==> src/ch8alu_pkg.sv <==
`timescale 1ns / 1ps
`default_nettype none
// ----------------------------------------------------------------------------
// ch8alu_pkg
// Shared types and constants of the register instruction unit: operation
// codes, the decoded instruction carried through the queue, queue status.
// ----------------------------------------------------------------------------
package ch8alu_pkg;

	localparam int NUM_REGS   = 16;
	localparam int BCD_DIGITS = 3;
	localparam int QDEPTH     = 2;

	localparam int REG_W   = 8;
	localparam int RIDX_W  = $clog2(NUM_REGS);
	localparam int IDX_W   = 16;
	localparam int ADDR_W  = 12;
	localparam int DIGIT_W = 4;
	localparam int CNT_W   = $clog2(BCD_DIGITS);

	localparam logic [RIDX_W-1:0] FLAG_REG = RIDX_W'(NUM_REGS - 1);

	typedef enum logic [3:0] {
		OP_LDIMM  = 4'd0,
		OP_ADDIMM = 4'd1,
		OP_COPY   = 4'd2,
		OP_OR     = 4'd3,
		OP_AND    = 4'd4,
		OP_XOR    = 4'd5,
		OP_ADD    = 4'd6,
		OP_SUB    = 4'd7,
		OP_SHR    = 4'd8,
		OP_SUBN   = 4'd9,
		OP_SHL    = 4'd10,
		OP_ADDIDX = 4'd11,
		OP_RAND   = 4'd12,
		OP_BCD    = 4'd13,
		OP_SETIDX = 4'd14
	} op_e;

	typedef struct packed {
		op_e               op;
		logic [RIDX_W-1:0] x;
		logic [RIDX_W-1:0] y;
		logic [REG_W-1:0]  nn;
		logic [ADDR_W-1:0] addr;
		logic [REG_W-1:0]  rnd;
		logic              wr_vx;
		logic              wr_flag;
		logic              wr_idx;
		logic              is_bcd;
	} instr_t;

	typedef struct packed {
		logic full;
		logic empty;
	} qstat_t;

endpackage
`default_nettype wire

==> src/chip8_register_alu.sv <==
`timescale 1ns / 1ps
`default_nettype none
// ----------------------------------------------------------------------------
// chip8_register_alu
// Register instruction unit: sixteen byte registers and a 16-bit index,
// one instruction request in, one result (three for decimal split) out.
// ----------------------------------------------------------------------------
// One instruction is taken per clock and one result leaves per clock while
// the result side does not stall; the execute stage sets that figure, and
// decimal split holds its instruction there for one result per digit. A
// request passes the decode register, queue, register file read stage and
// output register on its way to the result port. The output register holds
// a waiting result and stalls the execute stage, and the two-entry queue
// lets the input side run on while the result side stalls. Registers and
// index come out of reset at zero, with no clearing pass.
module chip8_register_alu (
	input  wire logic        clk,
	input  wire logic        arst_n,
	input  wire logic        s_tvalid,
	output logic             s_tready,
	input  wire logic [39:0] s_tdata,  // reg_x, reg_y, imm_byte, imm_addr, random_byte
	input  wire logic [3:0]  s_tuser,  // operation
	output logic             m_tvalid,
	input  wire logic        m_tready,
	output logic [55:0]      m_tdata,  // vx_value, flag_value, index_value, mem_addr, mem_data
	output logic             m_tuser,  // mem_write
	output logic             m_tlast
);

	ch8alu_pkg::instr_t dec;
	ch8alu_pkg::instr_t head;
	ch8alu_pkg::qstat_t qstat;
	logic q_push, q_pop;

	logic [ch8alu_pkg::REG_W-1:0]   vx_value, flag_value;
	logic [ch8alu_pkg::IDX_W-1:0]   index_value, mem_addr;
	logic [ch8alu_pkg::DIGIT_W-1:0] mem_data;

	ch8alu_front u_front (
		.clk         (clk),
		.arst_n      (arst_n),
		.in_valid    (s_tvalid),
		.in_ready    (s_tready),
		.operation   (s_tuser),
		.reg_x       (s_tdata[3:0]),
		.reg_y       (s_tdata[7:4]),
		.imm_byte    (s_tdata[15:8]),
		.imm_addr    (s_tdata[27:16]),
		.random_byte (s_tdata[35:28]),
		.qstat       (qstat),
		.push        (q_push),
		.dec         (dec)
	);

	ch8alu_queue u_queue (
		.clk      (clk),
		.arst_n   (arst_n),
		.push     (q_push),
		.wr_instr (dec),
		.pop      (q_pop),
		.head     (head),
		.qstat    (qstat)
	);

	ch8alu_exec u_exec (
		.clk         (clk),
		.arst_n      (arst_n),
		.head        (head),
		.head_valid  (!qstat.empty),
		.pop         (q_pop),
		.out_valid   (m_tvalid),
		.out_ready   (m_tready),
		.vx_value    (vx_value),
		.flag_value  (flag_value),
		.index_value (index_value),
		.mem_write   (m_tuser),
		.mem_addr    (mem_addr),
		.mem_data    (mem_data),
		.last        (m_tlast)
	);

	assign m_tdata = {4'b0, mem_data, mem_addr, index_value, flag_value, vx_value};

	a_push_room: assert property (@(posedge clk) disable iff (!arst_n)
		q_push |-> !qstat.full)
		else $error("queue push while full");

	a_pop_data: assert property (@(posedge clk) disable iff (!arst_n)
		q_pop |-> !qstat.empty)
		else $error("queue pop while empty");

	a_split_only: assert property (@(posedge clk) disable iff (!arst_n)
		(m_tvalid && !m_tlast) |-> m_tuser)
		else $error("non-final result that is not a digit write");

	a_digit_next: assert property (@(posedge clk) disable iff (!arst_n)
		(m_tvalid && m_tready && !m_tlast) |=>
			(m_tvalid && m_tuser && m_tdata[47:32] == $past(m_tdata[47:32]) + 16'd1))
		else $error("digit write sequence broken");

endmodule
`default_nettype wire

==> src/ch8alu_front.sv <==
`timescale 1ns / 1ps
`default_nettype none
// ----------------------------------------------------------------------------
// ch8alu_front
// Takes instruction requests, classifies them by the state they write and
// holds the decoded instruction until the queue takes it.
// ----------------------------------------------------------------------------
module ch8alu_front (
	input  wire logic                clk,
	input  wire logic                arst_n,
	input  wire logic                in_valid,
	output logic                     in_ready,
	input  wire logic [3:0]          operation,
	input  wire logic [ch8alu_pkg::RIDX_W-1:0] reg_x,
	input  wire logic [ch8alu_pkg::RIDX_W-1:0] reg_y,
	input  wire logic [ch8alu_pkg::REG_W-1:0]  imm_byte,
	input  wire logic [ch8alu_pkg::ADDR_W-1:0] imm_addr,
	input  wire logic [ch8alu_pkg::REG_W-1:0]  random_byte,
	input  wire ch8alu_pkg::qstat_t  qstat,
	output logic                     push,
	output ch8alu_pkg::instr_t       dec
);

	logic               valid_s1;
	ch8alu_pkg::instr_t instr_s1;
	ch8alu_pkg::instr_t dec_next;

	always_comb begin
		dec_next         = '0;
		dec_next.op      = ch8alu_pkg::op_e'(operation);
		dec_next.x       = reg_x;
		dec_next.y       = reg_y;
		dec_next.nn      = imm_byte;
		dec_next.addr    = imm_addr;
		dec_next.rnd     = random_byte;
		unique case (operation) inside
			ch8alu_pkg::OP_LDIMM, ch8alu_pkg::OP_ADDIMM, ch8alu_pkg::OP_COPY,
			ch8alu_pkg::OP_OR, ch8alu_pkg::OP_AND, ch8alu_pkg::OP_XOR,
			ch8alu_pkg::OP_RAND: begin
				dec_next.wr_vx = 1'b1;
			end
			ch8alu_pkg::OP_ADD, ch8alu_pkg::OP_SUB, ch8alu_pkg::OP_SHR,
			ch8alu_pkg::OP_SUBN, ch8alu_pkg::OP_SHL: begin
				dec_next.wr_vx   = 1'b1;
				dec_next.wr_flag = 1'b1;
			end
			ch8alu_pkg::OP_ADDIDX, ch8alu_pkg::OP_SETIDX: begin
				dec_next.wr_idx = 1'b1;
			end
			ch8alu_pkg::OP_BCD: begin
				dec_next.is_bcd = 1'b1;
			end
			default: begin
				dec_next.wr_vx = 1'b0;
			end
		endcase
	end

	assign push     = valid_s1 && !qstat.full;
	assign in_ready = !valid_s1 || push;
	assign dec      = instr_s1;

	always_ff @(posedge clk or negedge arst_n) begin
		if (!arst_n) begin
			valid_s1 <= 1'b0;
		end else if (in_valid && in_ready) begin
			valid_s1 <= 1'b1;
		end else if (push) begin
			valid_s1 <= 1'b0;
		end
	end

	always_ff @(posedge clk) begin
		if (in_valid && in_ready) begin
			instr_s1 <= dec_next;
		end
	end

endmodule
`default_nettype wire

==> src/ch8alu_queue.sv <==
`timescale 1ns / 1ps
`default_nettype none
// ----------------------------------------------------------------------------
// ch8alu_queue
// Short first-in first-out queue of decoded instructions between the front
// and the execute side, head shown ahead of the pop.
// ----------------------------------------------------------------------------
module ch8alu_queue (
	input  wire logic               clk,
	input  wire logic               arst_n,
	input  wire logic               push,
	input  wire ch8alu_pkg::instr_t wr_instr,
	input  wire logic               pop,
	output ch8alu_pkg::instr_t      head,
	output ch8alu_pkg::qstat_t      qstat
);

	localparam int PTR_W = (ch8alu_pkg::QDEPTH > 1) ? $clog2(ch8alu_pkg::QDEPTH) : 1;
	localparam int CNT_W = $clog2(ch8alu_pkg::QDEPTH + 1);
	localparam logic [PTR_W-1:0] LAST_PTR = PTR_W'(ch8alu_pkg::QDEPTH - 1);

	ch8alu_pkg::instr_t entries_q [ch8alu_pkg::QDEPTH];
	logic [PTR_W-1:0] wr_ptr_q;
	logic [PTR_W-1:0] rd_ptr_q;
	logic [CNT_W-1:0] count_q;

	assign head        = entries_q[rd_ptr_q];
	assign qstat.full  = (count_q == CNT_W'(ch8alu_pkg::QDEPTH));
	assign qstat.empty = (count_q == '0);

	always_ff @(posedge clk or negedge arst_n) begin
		if (!arst_n) begin
			wr_ptr_q <= '0;
			rd_ptr_q <= '0;
			count_q  <= '0;
		end else begin
			if (push) begin
				wr_ptr_q <= (wr_ptr_q == LAST_PTR) ? '0 : wr_ptr_q + PTR_W'(1);
			end
			if (pop) begin
				rd_ptr_q <= (rd_ptr_q == LAST_PTR) ? '0 : rd_ptr_q + PTR_W'(1);
			end
			if (push && !pop) begin
				count_q <= count_q + CNT_W'(1);
			end else if (pop && !push) begin
				count_q <= count_q - CNT_W'(1);
			end
		end
	end

	always_ff @(posedge clk) begin
		if (push) begin
			entries_q[wr_ptr_q] <= wr_instr;
		end
	end

endmodule
`default_nettype wire

==> src/ch8alu_exec.sv <==
`timescale 1ns / 1ps
`default_nettype none
// ----------------------------------------------------------------------------
// ch8alu_exec
// Execute side: register file read stage, byte alu, index update, decimal
// split sequencer and the output register.
// ----------------------------------------------------------------------------
module ch8alu_exec (
	input  wire logic                                clk,
	input  wire logic                                arst_n,
	input  wire ch8alu_pkg::instr_t                  head,
	input  wire logic                                head_valid,
	output logic                                     pop,
	output logic                                     out_valid,
	input  wire logic                                out_ready,
	output logic [ch8alu_pkg::REG_W-1:0]             vx_value,
	output logic [ch8alu_pkg::REG_W-1:0]             flag_value,
	output logic [ch8alu_pkg::IDX_W-1:0]             index_value,
	output logic                                     mem_write,
	output logic [ch8alu_pkg::IDX_W-1:0]             mem_addr,
	output logic [ch8alu_pkg::DIGIT_W-1:0]           mem_data,
	output logic                                     last
);

	localparam int RW = ch8alu_pkg::REG_W;
	localparam int AW = ch8alu_pkg::RIDX_W;
	localparam int IW = ch8alu_pkg::IDX_W;
	localparam int DW = ch8alu_pkg::DIGIT_W;
	localparam int CW = ch8alu_pkg::CNT_W;
	localparam logic [CW-1:0] LAST_DIGIT = CW'(ch8alu_pkg::BCD_DIGITS - 1);

	function automatic logic [3*DW-1:0] bcd_split(input logic [RW-1:0] v);
		logic [1:0]  hund;
		logic [6:0]  rem;
		logic [14:0] prod;
		logic [DW-1:0] tens;
		logic [6:0]  ones;
		if (v >= RW'(200)) begin
			hund = 2'd2;
			rem  = 7'(v - RW'(200));
		end else if (v >= RW'(100)) begin
			hund = 2'd1;
			rem  = 7'(v - RW'(100));
		end else begin
			hund = 2'd0;
			rem  = 7'(v);
		end
		prod = 15'(rem) * 15'd205;
		tens = prod[14:11];
		ones = rem - 7'(tens) * 7'd10;
		return {ones[DW-1:0], tens, DW'(hund)};
	endfunction

	// register file
	logic [RW-1:0] regs_mem [ch8alu_pkg::NUM_REGS];
	logic [ch8alu_pkg::NUM_REGS-1:0] vld_q;
	logic [RW-1:0] rd_x_q, rd_y_q;
	logic          rdv_x_q, rdv_y_q;
	logic [AW-1:0] rd_xa, rd_ya;

	// last write, for the read that coincides with it
	logic          wr_valid_q;
	logic [AW-1:0] wr_addr_q;
	logic [RW-1:0] wr_data_q;

	logic [RW-1:0] flag_q;
	logic [IW-1:0] index_q;

	logic               valid_s1;
	ch8alu_pkg::instr_t ins_s1;
	logic [CW-1:0]      cnt_q;

	logic out_valid_q;
	logic out_free, fire, complete, adv, we;

	logic [RW-1:0] vx, vy, res, flag_new, vx_out;
	logic          fl;
	logic [RW:0]   sum9;
	logic [IW-1:0] idx_new, idx_out;
	logic [3*DW-1:0] digits;
	logic [DW-1:0] digit;

	assign out_free = !out_valid_q || out_ready;
	assign fire     = valid_s1 && out_free;
	assign complete = fire && (!ins_s1.is_bcd || cnt_q == LAST_DIGIT);
	assign adv      = !valid_s1 || complete;
	assign pop      = adv && head_valid;
	assign we       = complete && ins_s1.wr_vx;

	assign rd_xa = adv ? head.x : ins_s1.x;
	assign rd_ya = adv ? head.y : ins_s1.y;

	always_comb begin
		if (ins_s1.x == ch8alu_pkg::FLAG_REG) begin
			vx = flag_q;
		end else if (wr_valid_q && wr_addr_q == ins_s1.x) begin
			vx = wr_data_q;
		end else begin
			vx = rdv_x_q ? rd_x_q : '0;
		end
		if (ins_s1.y == ch8alu_pkg::FLAG_REG) begin
			vy = flag_q;
		end else if (wr_valid_q && wr_addr_q == ins_s1.y) begin
			vy = wr_data_q;
		end else begin
			vy = rdv_y_q ? rd_y_q : '0;
		end
	end

	always_comb begin
		res     = vx;
		fl      = 1'b0;
		sum9    = {1'b0, vx} + {1'b0, vy};
		idx_new = index_q;
		case (ins_s1.op)
			ch8alu_pkg::OP_LDIMM:  res = ins_s1.nn;
			ch8alu_pkg::OP_ADDIMM: res = vx + ins_s1.nn;
			ch8alu_pkg::OP_COPY:   res = vy;
			ch8alu_pkg::OP_OR:     res = vx | vy;
			ch8alu_pkg::OP_AND:    res = vx & vy;
			ch8alu_pkg::OP_XOR:    res = vx ^ vy;
			ch8alu_pkg::OP_ADD: begin
				res = sum9[RW-1:0];
				fl  = sum9[RW];
			end
			ch8alu_pkg::OP_SUB: begin
				res = vx - vy;
				fl  = vx > vy;
			end
			ch8alu_pkg::OP_SHR: begin
				res = vx >> 1;
				fl  = vx[0];
			end
			ch8alu_pkg::OP_SUBN: begin
				res = vy - vx;
				fl  = vy > vx;
			end
			ch8alu_pkg::OP_SHL: begin
				res = vx << 1;
				fl  = vx[RW-1];
			end
			ch8alu_pkg::OP_ADDIDX: idx_new = index_q + IW'(vx);
			ch8alu_pkg::OP_RAND:   res = ins_s1.rnd & ins_s1.nn;
			ch8alu_pkg::OP_SETIDX: idx_new = IW'(ins_s1.addr);
			default:               res = vx;
		endcase
	end

	always_comb begin
		if (ins_s1.wr_vx && ins_s1.x == ch8alu_pkg::FLAG_REG) begin
			flag_new = res;
		end else if (ins_s1.wr_flag) begin
			flag_new = RW'(fl);
		end else begin
			flag_new = flag_q;
		end
		if (ins_s1.wr_vx) begin
			vx_out = res;
		end else if (ins_s1.x == ch8alu_pkg::FLAG_REG) begin
			vx_out = flag_new;
		end else begin
			vx_out = vx;
		end
		idx_out = ins_s1.wr_idx ? idx_new : index_q;
		digits  = bcd_split(vx);
		case (cnt_q)
			2'd0:    digit = digits[DW-1:0];
			2'd1:    digit = digits[2*DW-1:DW];
			default: digit = digits[3*DW-1:2*DW];
		endcase
	end

	always_ff @(posedge clk) begin
		if (we) begin
			regs_mem[ins_s1.x] <= res;
		end
		rd_x_q <= regs_mem[rd_xa];
		rd_y_q <= regs_mem[rd_ya];
	end

	always_ff @(posedge clk or negedge arst_n) begin
		if (!arst_n) begin
			vld_q      <= '0;
			rdv_x_q    <= 1'b0;
			rdv_y_q    <= 1'b0;
			wr_valid_q <= 1'b0;
			wr_addr_q  <= '0;
			wr_data_q  <= '0;
			flag_q     <= '0;
			index_q    <= '0;
			valid_s1   <= 1'b0;
			cnt_q      <= '0;
			out_valid_q <= 1'b0;
		end else begin
			rdv_x_q    <= vld_q[rd_xa];
			rdv_y_q    <= vld_q[rd_ya];
			wr_valid_q <= we;
			if (we) begin
				vld_q[ins_s1.x] <= 1'b1;
				wr_addr_q       <= ins_s1.x;
				wr_data_q       <= res;
			end
			if (complete) begin
				flag_q  <= flag_new;
				index_q <= idx_out;
			end
			if (adv) begin
				valid_s1 <= head_valid;
			end
			if (fire && ins_s1.is_bcd) begin
				cnt_q <= (cnt_q == LAST_DIGIT) ? '0 : cnt_q + CW'(1);
			end
			if (fire) begin
				out_valid_q <= 1'b1;
			end else if (out_ready) begin
				out_valid_q <= 1'b0;
			end
		end
	end

	always_ff @(posedge clk) begin
		if (pop) begin
			ins_s1 <= head;
		end
		if (fire) begin
			vx_value    <= vx_out;
			flag_value  <= flag_new;
			index_value <= idx_out;
			if (ins_s1.is_bcd) begin
				mem_write <= 1'b1;
				mem_addr  <= index_q + IW'(cnt_q);
				mem_data  <= digit;
				last      <= (cnt_q == LAST_DIGIT);
			end else begin
				mem_write <= 1'b0;
				mem_addr  <= '0;
				mem_data  <= '0;
				last      <= 1'b1;
			end
		end
	end

	assign out_valid = out_valid_q;

endmodule
`default_nettype wire

==> config.mk <==
export PLATFORM = sky130hd
export DESIGN_NAME = chip8_register_alu
export DESIGN_NICKNAME = d
export VERILOG_FILES = /design/src/ch8alu_pkg.sv /design/src/chip8_register_alu.sv /design/src/ch8alu_front.sv /design/src/ch8alu_queue.sv /design/src/ch8alu_exec.sv
export SDC_FILE = /design/constraint.sdc
export NUM_CORES = 1
export LEC_CHECK = 0
export BUFFER_PORTS_ARGS = -buffer_cell sky130_fd_sc_hd__buf_2
export CORE_ASPECT_RATIO = 0.9
export CORE_UTILIZATION = 35
export DETAILED_ROUTE_END_ITERATION = 16
export GPL_TIMING_DRIVEN = 0
export RECOVER_POWER = 25
export SETUP_SLACK_MARGIN = 0.02
export SKIP_CTS_REPAIR_TIMING = 1
export SLEW_MARGIN = 20
export SYNTH_ARGS = -nofsm -noshare
export SYNTH_HDL_FRONTEND = slang
export SYNTH_SLANG_ARGS = --single-unit
==> constraint.sdc <==
create_clock -name clk -period 21 [get_ports clk]
set_clock_uncertainty 0.15 [all_clocks]
set_input_delay 3.15 -clock clk [delete_from_list [all_inputs] [get_ports clk]]
set_output_delay 3.15 -clock clk [all_outputs]
set_load 0.005 [all_outputs]
# [Yosys cells after proc, flatten, opt, wreduce, memory -nomap -nowiden]
# Memories as Yosys holds them, arrays and structs flattened. A register that Yosys moved wholly into a read port is not among the register bits.
# Cells that the tools add are included.
[totals] ff_bits=206 latch_bits=0 ram_bits=216 rom_bits=0 input_bits=48 wordCells=187 memories=2
[op_classes] addsub=14 mul=2 div_mod_pow=0 n_lt_le_gt_ge=8 eq_ne=34 shift=0 n_mux=45 bitwise_logic=5 reduce_logical=35
[mem_list] memory="u_exec.regs_mem" words=16 width=8 rd=2 rd_ports_with_merged_regs=2 wr=1 line_no="ch8alu_exec.sv:55" source="logic [RW-1:0] regs_mem [ch8alu_pkg::NUM_REGS];"
[mem_list] memory="u_queue.entries_q" words=2 width=44 rd=1 rd_ports_with_merged_regs=0 wr=1 line_no="ch8alu_queue.sv:22" source="ch8alu_pkg::instr_t entries_q [ch8alu_pkg::QDEPTH];"
[op_table] cell="$pmux 8 s12" count=1
[op_table] cell="$mux 8" count=10
[op_table] cell="$eq 4x4->1 const B" count=15
[op_table] cell="$eq 4x3->1 const B" count=8
[op_table] cell="$pmux 16 s2" count=1
[op_table] cell="$mux 1" count=19
[op_table] cell="$add 16x2->16" count=1
[op_table] cell="$add 16x8->16" count=1
[op_table] cell="$and 8x8->8" count=2
[op_table] cell="$eq 4x2->1 const B" count=4
[op_table] cell="$gt 8x8->1" count=2
[op_table] cell="$mux 16" count=1
[op_table] cell="$or 16x16->16" count=1
[op_table] cell="$sub 8x8->8" count=2
[op_table] cell="$lt 4x5->1 const B" count=3
[op_table] cell="$mul 7x8->15 const B" count=1
[op_table] cell="$mux 7" count=2
[op_table] cell="$sub 7x7->7 const B" count=2
[op_table] cell="$logic_and 1x1->1" count=13
[op_table] cell="$reduce_or 12->1" count=1
[op_table] cell="$add 8x8->9" count=1
[op_table] cell="$add 8x8->8" count=1
[op_table] cell="$bmux 1 s4" count=2
[op_table] cell="$eq 4x1->1 const B" count=2
[op_table] cell="25 further kinds" count=47

# [Logic depth before layout (Yosys ltp)]
# Gate-level depths: netlist of run 1.
[logic_depth] word_depth=11 mapped_depth=34 ltp_nobuf=33

# [Cells and area by module]
# From an unflattened synthesis of run 1, not the netlist that was laid out.
[unflattened] cells_unflattened=1666 area_unflattened_um2=22317.7
[by_module_without_submodules] mod="ch8alu_exec" instances=1 cells_per_inst=1450 area_per_inst_um2=17285.3 seq_area_each_um2=8583.2
[by_module_without_submodules] mod="ch8alu_queue" instances=1 cells_per_inst=153 area_per_inst_um2=3562.2 seq_area_each_um2=2742.6
[by_module_without_submodules] mod="ch8alu_front" instances=1 cells_per_inst=57 area_per_inst_um2=1432.6 seq_area_each_um2=1346.3
[by_module_without_submodules] mod="chip8_register_alu" instances=1 cells_per_inst=6 area_per_inst_um2=37.5 seq_area_each_um2=0.0

# [Least setup slack after synthesis of run 1]
# OpenSTA, ideal clock, no wires.
[synth_timing] kind="input -> register" startpoint="in m_tready" endpoint="reg u_exec.rdv_y_q" setup_time_ps=142 t_arrival_ps=7552 path_slack_ps=13156 stages=11 n_path_buf=2 path_cell_list="nand2b_1 and2_1 clkbuf_1 nand2_1 nand2_2 mux2i_2 buf_2 mux4_2 mux2_2 nand2_1 o21ai_0"
[synth_via] elab_chain_len=7
[synth_rtl] element="from (decl)" line_no="chip8_register_alu.sv:24" source="input wire logic m_tready,"
[synth_rtl] element="$logic_or 1x1->1" line_no="ch8alu_exec.sv:83" source="assign out_free = !out_valid_q || out_ready;"
[synth_rtl] element="$logic_and 1x1->1" line_no="ch8alu_exec.sv:84" source="assign fire = valid_s1 && out_free;"
[synth_rtl] element="named net u_exec.fire" line_no="ch8alu_exec.sv:74" source="logic out_free, fire, complete, adv, we;"
[synth_rtl] element="$logic_and 1x1->1" line_no="ch8alu_exec.sv:85" source="assign complete = fire && (!ins_s1.is_bcd || cnt_q == LAST_DIGIT);"
[synth_rtl] element="$logic_or 1x1->1" line_no="ch8alu_exec.sv:86" source="assign adv = !valid_s1 || complete;"
[synth_rtl] element="$mux 4" line_no="ch8alu_exec.sv:91" source="assign rd_ya = adv ? head.y : ins_s1.y;"
[synth_rtl] element="$bmux 1 s4" line_no="ch8alu_exec.sv:196" source="rdv_y_q <= vld_q[rd_ya];"
[synth_rtl] element="$mux 1 (not written as such)" line_no="ch8alu_exec.sv:196"
[synth_rtl] element="to (signal assigned)" line_no="ch8alu_exec.sv:196"
[synth_rtl] element="to (decl)" line_no="ch8alu_exec.sv:58" source="logic rdv_x_q, rdv_y_q;"
# The timed path passes the listed nets, and every way through them passes these cells. The select of a mux whose other input is x is not followed.
# A chain may end at the register's enable or synchronous reset.

# [Worst setup path after layout of run 1]
[layout_timing] startpoint="reg u_exec.ins_s1[36] in the netlist's numbering" endpoint="reg u_exec.mem_data[3] in the netlist's numbering, data pin"
[layout_via] elab_chain_len=11 word_cells_on_any_way=15 cone_classes="add/sub (3); mul (2); order compare (2); eq/ne (2); mux (5); reduce/logical (1)"
[layout_rtl] element="from (decl)" line_no="ch8alu_exec.sv:70" source="ch8alu_pkg::instr_t ins_s1;"
[layout_rtl] element="from (signal assigned)" line_no="ch8alu_exec.sv:223" source="ins_s1 <= head;"
[layout_rtl] element="$eq 4x4->1" line_no="ch8alu_exec.sv:96" source="end else if (wr_valid_q && wr_addr_q == ins_s1.x) begin"
[layout_rtl] element="$logic_and 1x1->1" line_no="ch8alu_exec.sv:96"
[layout_rtl] element="$mux 8" line_no="ch8alu_exec.sv:96"
[layout_rtl] element="$mux 8 (*)" line_no="ch8alu_exec.sv:94" source="if (ins_s1.x == ch8alu_pkg::FLAG_REG) begin"
[layout_rtl] element="$sub 7x7->7 or $ge 8x7->1 (tied branches)" line_no="ch8alu_exec.sv:43, ch8alu_exec.sv:41"
[layout_rtl] element="$mux 7" line_no="ch8alu_exec.sv:41" source="end else if (v >= RW'(100)) begin"
[layout_rtl] element="$mux 7 (*)" line_no="ch8alu_exec.sv:38" source="if (v >= RW'(200)) begin"
[layout_rtl] element="$mul 7x8->15" line_no="ch8alu_exec.sv:48" source="prod = 15'(rem) * 15'd205;"
[layout_rtl] element="$mul 4x3->3" line_no="ch8alu_exec.sv:50" source="ones = rem - 7'(tens) * 7'd10;"
[layout_rtl] element="$sub 4x4->4" line_no="ch8alu_exec.sv:50"
[layout_rtl] element="$pmux 4 s2 (*)" line_no="ch8alu_exec.sv:166" source="case (cnt_q)"
[layout_rtl] element="to (signal assigned)" line_no="ch8alu_exec.sv:232" source="mem_data <= digit;"
[layout_rtl] element="to (decl)" line_no="ch8alu_exec.sv:21" source="output logic [ch8alu_pkg::DIGIT_W-1:0] mem_data,"
# Mark *: on every way between the ends. The rest lies on a longest branch, timed or not.

==> flow_metrics.tcl, run 1 <==
set metrics [dict create \
    cts.clk_slew.worst_paths_ns 0.06 \
    status "complete, but fails checks" \
    routed_wl_um 58310 \
    hold_slack_ns 0.2940 \
    synth.distinct_cells 89 \
    fin_setup_tns_ns 0 \
    yosys_warnings 0 \
    io_buffers 99 \
    fmax_ghz 0.1158 \
    yosys.area_share.xor_xnor_pct 1.884 \
    rows 86 \
    grt_max_degree 48 \
    die_h_um 240.1 \
    wl_met1_um 27430 \
    synth_top_family_by_area "multiplexers" \
    setup_violations 0 \
    crit_required_ns 21.18 \
    cp-end-kind "flop" \
    cpMaxStageDelayCell "o31ai_2" \
    grt_pass1_wl_um 87940 \
    gp_congestion 0.9248 \
    synth_area_mm2 0.02204 \
    htreeDepth 2 \
    route.detailed.drc 0 \
    fin_crit_sh_pct 41.13 \
    cp.arrival_ns 8.82 \
    holdPathEnd "u_queue.entries_q[0][22]" \
    grt_pass1_vias 14430 \
    synth_common_cells "edfxtp_1, nand2_1, o21ai_0" \
    dr.pass1.iters 6 \
    startpoint "u_exec.ins_s1[36]" \
    cp-start-kind "flop" \
    critical_path.max_stage_delay_ns 0.66 \
    slew_viol_final 31 \
    synth_mux_area_share_pct 12.47 \
    violations "max-capacitance violations, max-slew violations" \
    finalHoldViolations 0 \
    synth_fa_ha_area_share_pct 6.278 \
    synth_edf_count 358 \
    top_layer_used "met4" \
    fin_nets 1990 \
    vias 14450 \
    wl_met3_um 4121 \
    crit_fanout 11 \
    maxCapViolCount 1 \
    postSynthAreaPerCell_um2 13.17 \
    routedWlPerCell_um 21.46 \
    cts_buffers 47 \
    r2r-end "u_exec.mem_data[3]" \
    viasPerCell 5.317 \
    synth_seq_cells 438 \
    core_region_area_mm2 0.06176 \
    clkLatencyLatePin_ns 0.61 \
    path_common_cell "ha_1" \
    drtIter0Drc 1270 \
    reg2regPathDepth 30 \
    hp-class "reg -> reg" \
    die_x_um 266.5 \
    antenna_found_initial 2 \
    critical_path_class "reg -> reg" \
    rr_startpoint "u_exec.ins_s1[36]" \
    netlist.area_leader.share_pct 48.77 \
    final_antenna_net_count 0 \
    top_level_ports 108 \
    layout-drive-gt1-share_pct 21.85 \
    ys_async_sr_fraction_pct 14.61 \
    grt_util_all_layers_pct 18.34 \
    dp_hpwl_um 42540 \
    worst_hold_path.num_cells 0 \
    yosysMostFrequentCell "edfxtp_1" \
    worst_slew_pin_slew_ns 1.766 \
    synth.area.top_cells "edfxtp_1, mux4_2, dfrtp_1, ha_1, mux2_2" \
    tritoncts "done" \
    fin_util_pct 41.22 \
    period_minus_slack_ns 8.637 \
    fillCellCount 5766 \
    clock_sinks 438 \
    synth_top_area_cell "edfxtp_1" \
    synth-simple-area-share_pct 9.076 \
    seq_area_frac_synth_pct 57.49 \
    fp.dieArea_mm2 0.06399 \
    ys.flop_type "edfxtp_1" \
    maxSlewHeadroom_pct -17.72 \
    antenna_cells 0 \
    syn2layout_area_growth_pct 15.51 \
    wl_met2_um 25580 \
    rsz0062_at_grt "no" \
    reg2reg_slack_ns 12.36 \
    synth_cells 1674 \
    synth_compound_area_share_pct 9.842 \
    hp-start "u_front.dec[22]" \
    start_util_pct 35.69 \
    grt_remaining_overflow 0 \
    cts_root_buf "clkbuf_16" \
    cts.path.max_buffers 3 \
]
==> kinds of logic (layout without fill, tap and decap cells) <==
group | Yosys count | in the layout
xor gates and xnor gates | 45 | 45
muxes | 175 | 175
adders and majority gates | 102 | 102
AOI/OAI and AO/OA | 336 | 336
DFF | 438 | 438
buffers and inverters | 158 | 362
other | 1 | 4
and+or+nand+nor | 419 | 419
==> per-layer routing <==
layer	track usage, %	vias up
li1	-	6646
met3	3.083	74
met4	4.876	0
met2	27.32	482
met1	27.46	7244
met5	0	-
==> metrics by stage <==
| stage | std cells | instance area (um^2) | setup slack, ns |
|---|---|---|---|
| finish | 2717 | 25460 | 12.36 |
| global route | 2717 | 25460 | 11.93 |
| CTS | 2717 | 25530 | 12.44 |
| detailed placement | 2629 | 23980 | 12.47 |
| global placement | 2612 | 23600 | 10.36 |
| floorplan | 1677 | 22050 | 13.16 |
==> layout make-up <==
type / count / area, um^2 / share of cell area, %
Clock inverter: 27 / 286.5 / 1.125
Timing Repair Buffer: 116 / 698.2 / 2.742
Sequential cell: 438 / 12670 / 49.77
Inverter: 79 / 296.5 / 1.165
Buffer: 79 / 356.6 / 1.400
Multi-Input combinational cell: 1081 / 8847 / 34.75
Tap cell: 836 / 1046 / 4.108
Clock buffer: 61 / 1259 / 4.944
==> worst max-delay path, delay by kind of cell, from the launching register on <==
kind,cells,cell delay (ns)
flops,1,0.47
xor+xnor,3,0.59
fa+ha+maj,7,2.63
mux,1,0.21
buf+inv,4,0.62
compound gates,9,2.86
simple gates,6,0.82
==> sequential cells by signal, summed over array words and instances (netlist names), 2 cells and up <==
register / cells
u_queue.count_q: 2
u_exec.wr_addr_q: 4
u_exec.rd_y_q: 8
u_exec.index_value: 16
u_exec.vx_value: 8
u_front.dec: 44
u_exec.mem_data: 4
u_exec.regs_mem: 128
u_exec.wr_data_q: 8
u_exec.cnt_q: 2
u_exec.vld_q: 16
u_exec.flag_value: 8
u_exec.index_q: 16
u_exec.rd_x_q: 8
u_exec.ins_s1: 44
u_queue.entries_q: 88
u_exec.mem_addr: 16
u_exec.flag_q: 8
==> cell usage in the layout, fill, tap and decap left out, types with 7 or more instances in the layout <==
cell	count
a21o_1	17
a21oi_1	78
a221oi_1	7
a22oi_1	10
a31oi_1	22
and2_1	8
and3_1	8
buf_2	107
buf_4	19
clkbuf_1	70
clkbuf_16	47
clkinv_1	8
clkinv_2	8
dfrtp_1	64
dfxtp_1	16
edfxtp_1	358
fa_1	15
ha_1	85
inv_1	70
inv_2	7
mux2_1	12
mux2_2	59
mux2i_1	26
mux4_2	72
nand2_1	158
nand2b_1	21
nand3_1	16
nand3b_1	9
nand4_1	7
nor2_1	99
nor2b_1	10
nor3_1	14
o21ai_0	101
o21bai_1	8
or2_2	25
or3_1	12
xnor2_1	27
xor2_1	16
==> worst max-delay path by stage <==
| stage | endpoint | slack [ns] |
|---|---|---|
| 5_1_grt | u_exec.mem_data[3] | 11.93 |
| 3_3_place_gp | u_exec.rd_y_q[3] | 10.36 |
| 2_1_floorplan | u_exec.rdv_y_q | 13.16 |
| 4_1_cts | u_exec.mem_data[3] | 12.44 |
| 3_5_place_dp | u_exec.mem_data[3] | 12.47 |
| 6_report | u_exec.mem_data[3] | 12.36 |
Power of run 1 is left out: the tool's default activity adds up to more than one toggle a clock period on the data nets, which glitch-free logic cannot reach.
==> inputs of run 2 (changes only) <==
--- a/config.mk
+++ b/config.mk
@@ -5,6 +5,7 @@
 export SDC_FILE = /design/constraint.sdc
 export NUM_CORES = 1
 export LEC_CHECK = 0
+export ABC_AREA = 1
 export BUFFER_PORTS_ARGS = -buffer_cell sky130_fd_sc_hd__buf_2
 export CORE_ASPECT_RATIO = 0.9
 export CORE_UTILIZATION = 35
==> constraint.sdc (replaced) <==
create_clock -name clk -period 8 [get_ports clk]
set_clock_uncertainty 0.15 [all_clocks]
set_input_delay 1.2 -clock clk [delete_from_list [all_inputs] [get_ports clk]]
set_output_delay 1.2 -clock clk [all_outputs]
set_load 0.005 [all_outputs]
==> flow_metrics.tcl, run 2 <==
set metrics [dict create \
    status "complete, but fails checks" \
    violations "max-capacitance violations, max-slew violations" \
    top_register "u_exec.regs_mem" \
    period_minus_slack_ns 7.456 \
    crit_required_ns 8.28 \
    gp_congestion 0.9869 \
    place_area_mm2 0.02380 \
    netlist.area_leader.share_pct 49.00 \
    layout-drive-gt1-share_pct 11.90 \
    rr_startpoint "u_exec.ins_s1[36]" \
    clock_sinks 438 \
    maxCapViolCount 2 \
    tritoncts "done" \
    rows 86 \
    synth.distinct_cells 60 \
    wl_met2_um 29170 \
    dr.pass1.iters 6 \
    largest_register_ffs 128 \
    cp-start-kind "flop" \
    cp-end-kind "flop" \
    r2r-end "u_exec.mem_data[3]" \
    holdPathEnd "u_queue.entries_q[1][29]" \
    grt_remaining_overflow 0 \
    route.detailed.drc 0 \
    cpMaxStageDelayCell "edfxtp_1" \
    htreeDepth 2 \
    top_level_ports 108 \
    grt_pass1_wl_um 101700 \
    crit_fanout 11 \
    vias 17100 \
    reg_top3 "u_exec.regs_mem: 128 flops, u_queue.entries_q: 88 flops" \
    slew_viol_final 49 \
    wl_met3_um 7026 \
    synth_cells 2164 \
    reg2reg_slack_ns 0.54 \
    synth.area.top_cells "edfxtp_1, dfrtp_1, nand2_1, o21ai_0, ha_1" \
    fin_nets 2474 \
    routed_wl_um 69500 \
    dpl.cell_count 3112 \
    dp_hpwl_um 50850 \
    reg2regPathDepth 37 \
    fin_util_pct 41.18 \
    syn2layout_area_growth_pct 15.53 \
    grt_max_degree 49 \
    routedWlPerCell_um 21.73 \
    final_antenna_net_count 0 \
    setup_violations 0 \
    yosys_warnings 0 \
    critical_path.max_stage_delay_ns 0.52 \
    start_util_pct 35.64 \
    grt_util_all_layers_pct 21.54 \
    crit_family "adder cells" \
    critical_path_class "reg -> reg" \
    rsz0062_at_grt "no" \
    die_x_um 265.9 \
    worst_hold_path.num_cells 0 \
    stdcell_count 3199 \
    fp.dieArea_mm2 0.06369 \
    yosysMostFrequentCell "nand2_1" \
    synth_area_mm2 0.02194 \
    antenna_found_initial 1 \
    synth_edf_count 358 \
    fmax_ghz 0.1341 \
    worst_slack_ns 0.5444 \
    synth_top_area_cell "edfxtp_1" \
    cts.path.max_buffers 3 \
    ys_async_sr_fraction_pct 14.61 \
    cts_buffers 48 \
    die_h_um 239.5 \
    viasPerCell 5.347 \
    path_common_cell "nand2_1" \
    cp.arrival_ns 7.74 \
    worst_slew_pin_slew_ns 3.159 \
    hp-class "reg -> reg" \
    dp_slack_ns 0.3638 \
    hp-start "u_front.dec[29]" \
    crit_buf_inv 4 \
    drtIter0Drc 2033 \
    cts.clk_slew.worst_paths_ns 0.06 \
    maxSlewHeadroom_pct -110.6 \
    fin_area_mm2 0.02534 \
    layout_commonest_cell "nand2_1" \
    cts_root_buf "clkbuf_16" \
    ys.flop_type "edfxtp_1" \
    core_region_area_mm2 0.06155 \
    finalHoldViolations 0 \
    fin_crit_sh_pct 93.19 \
    final_cell_mix "nand2_1, edfxtp_1, o21ai_0" \
    io_buffers 99 \
    wl_met1_um 31660 \
    clkLatencyLatePin_ns 0.62 \
    top_layer_used "met5" \
    postSynthAreaPerCell_um2 10.14 \
    synth_seq_cells 438 \
    grt_pass1_vias 16220 \
    synth_common_cells "nand2_1, edfxtp_1, o21ai_0" \
    seq_area_frac_synth_pct 57.77 \
]
==> run 2: changes by cell type after synthesis, moves of 23 or more <==
cell	before	now
mux2i_1	30	0
a21oi_1	80	129
nand3_1	16	60
inv_1	71	212
o21ai_0	102	251
mux4_2	72	0
nand2_1	158	380
o311ai_0	4	27
xnor2_1	27	3
nor2_1	100	187
mux2_2	71	0
o221ai_1	2	45
==> run 2: worst max path at each step <==
stage	start	end	slack [ns]	cells after the start
floorplan	m_tready	u_queue.count_q[1]	0.95	11
global placement	m_tready	u_queue.count_q[1]	-2.19	12
detailed placement	u_exec.ins_s1[36]	u_exec.mem_data[3]	0.36	36
CTS	u_exec.ins_s1[36]	u_exec.mem_data[3]	0.30	36
global route	u_exec.ins_s1[36]	u_exec.mem_data[3]	0.03	40
finish	u_exec.ins_s1[36]	u_exec.mem_data[3]	0.54	37
==> run 2: metal layers <==
| metal | vias up | global-route usage (%) |
|---|---|---|
| met1 | 8259 | 31.57 |
| met4 | 2 | 6.304 |
| met3 | 100 | 5.603 |
| met2 | 792 | 30.89 |
| met5 | - | 1.004 |
| li1 | 7951 | - |
==> run 2: per-stage QoR <==
step                      TNS [ns]  hold slack (ns)
after detailed placement         0           0.2804
after global routing             0           0.3029
after global placement      -75.14           0.2764
final                            0           0.2945
after CTS                        0           0.2968
after floorplan                  0           0.2715
==> run 2: final cells by class <==
| class | instances | area, um^2 |
|---|---|---|
| timing repair buffer | 109 | 696.9 |
| buffer | 88 | 364.1 |
| inverter | 228 | 858.3 |
| fill | 6030 | 36210 |
| antenna | 1 | 2.502 |
| sequential | 438 | 12670 |
| clock buffer | 54 | 1225 |
| clock inverter | 32 | 357.8 |
| tap | 836 | 1046 |
| multi-input combinational | 1413 | 8120 |
==> run 2: cells by family after synthesis <==
group	after synthesis	synth area share (%)
simple gates	728	14.48
flops	438	57.77
xor+xnor	18	0.7187
other cells	1	0.01709
buf+inv	316	5.572
compound gates	563	15.23
fa+ha+maj	100	6.217
==> run 2: worst register-to-register path, delay by kind of cell, from the launching register on <==
kind                     cells  cell delay (ns)
adder cells (fa/ha/maj)      7             2.63
AND/OR/NAND/NOR             19             2.20
AO/OA/AOI/OAI                5             0.97
flip-flops                   1             0.52
buffers and inverters        4             0.47
XOR/XNOR                     2             0.33
Power of run 2 is left out for the same reason.
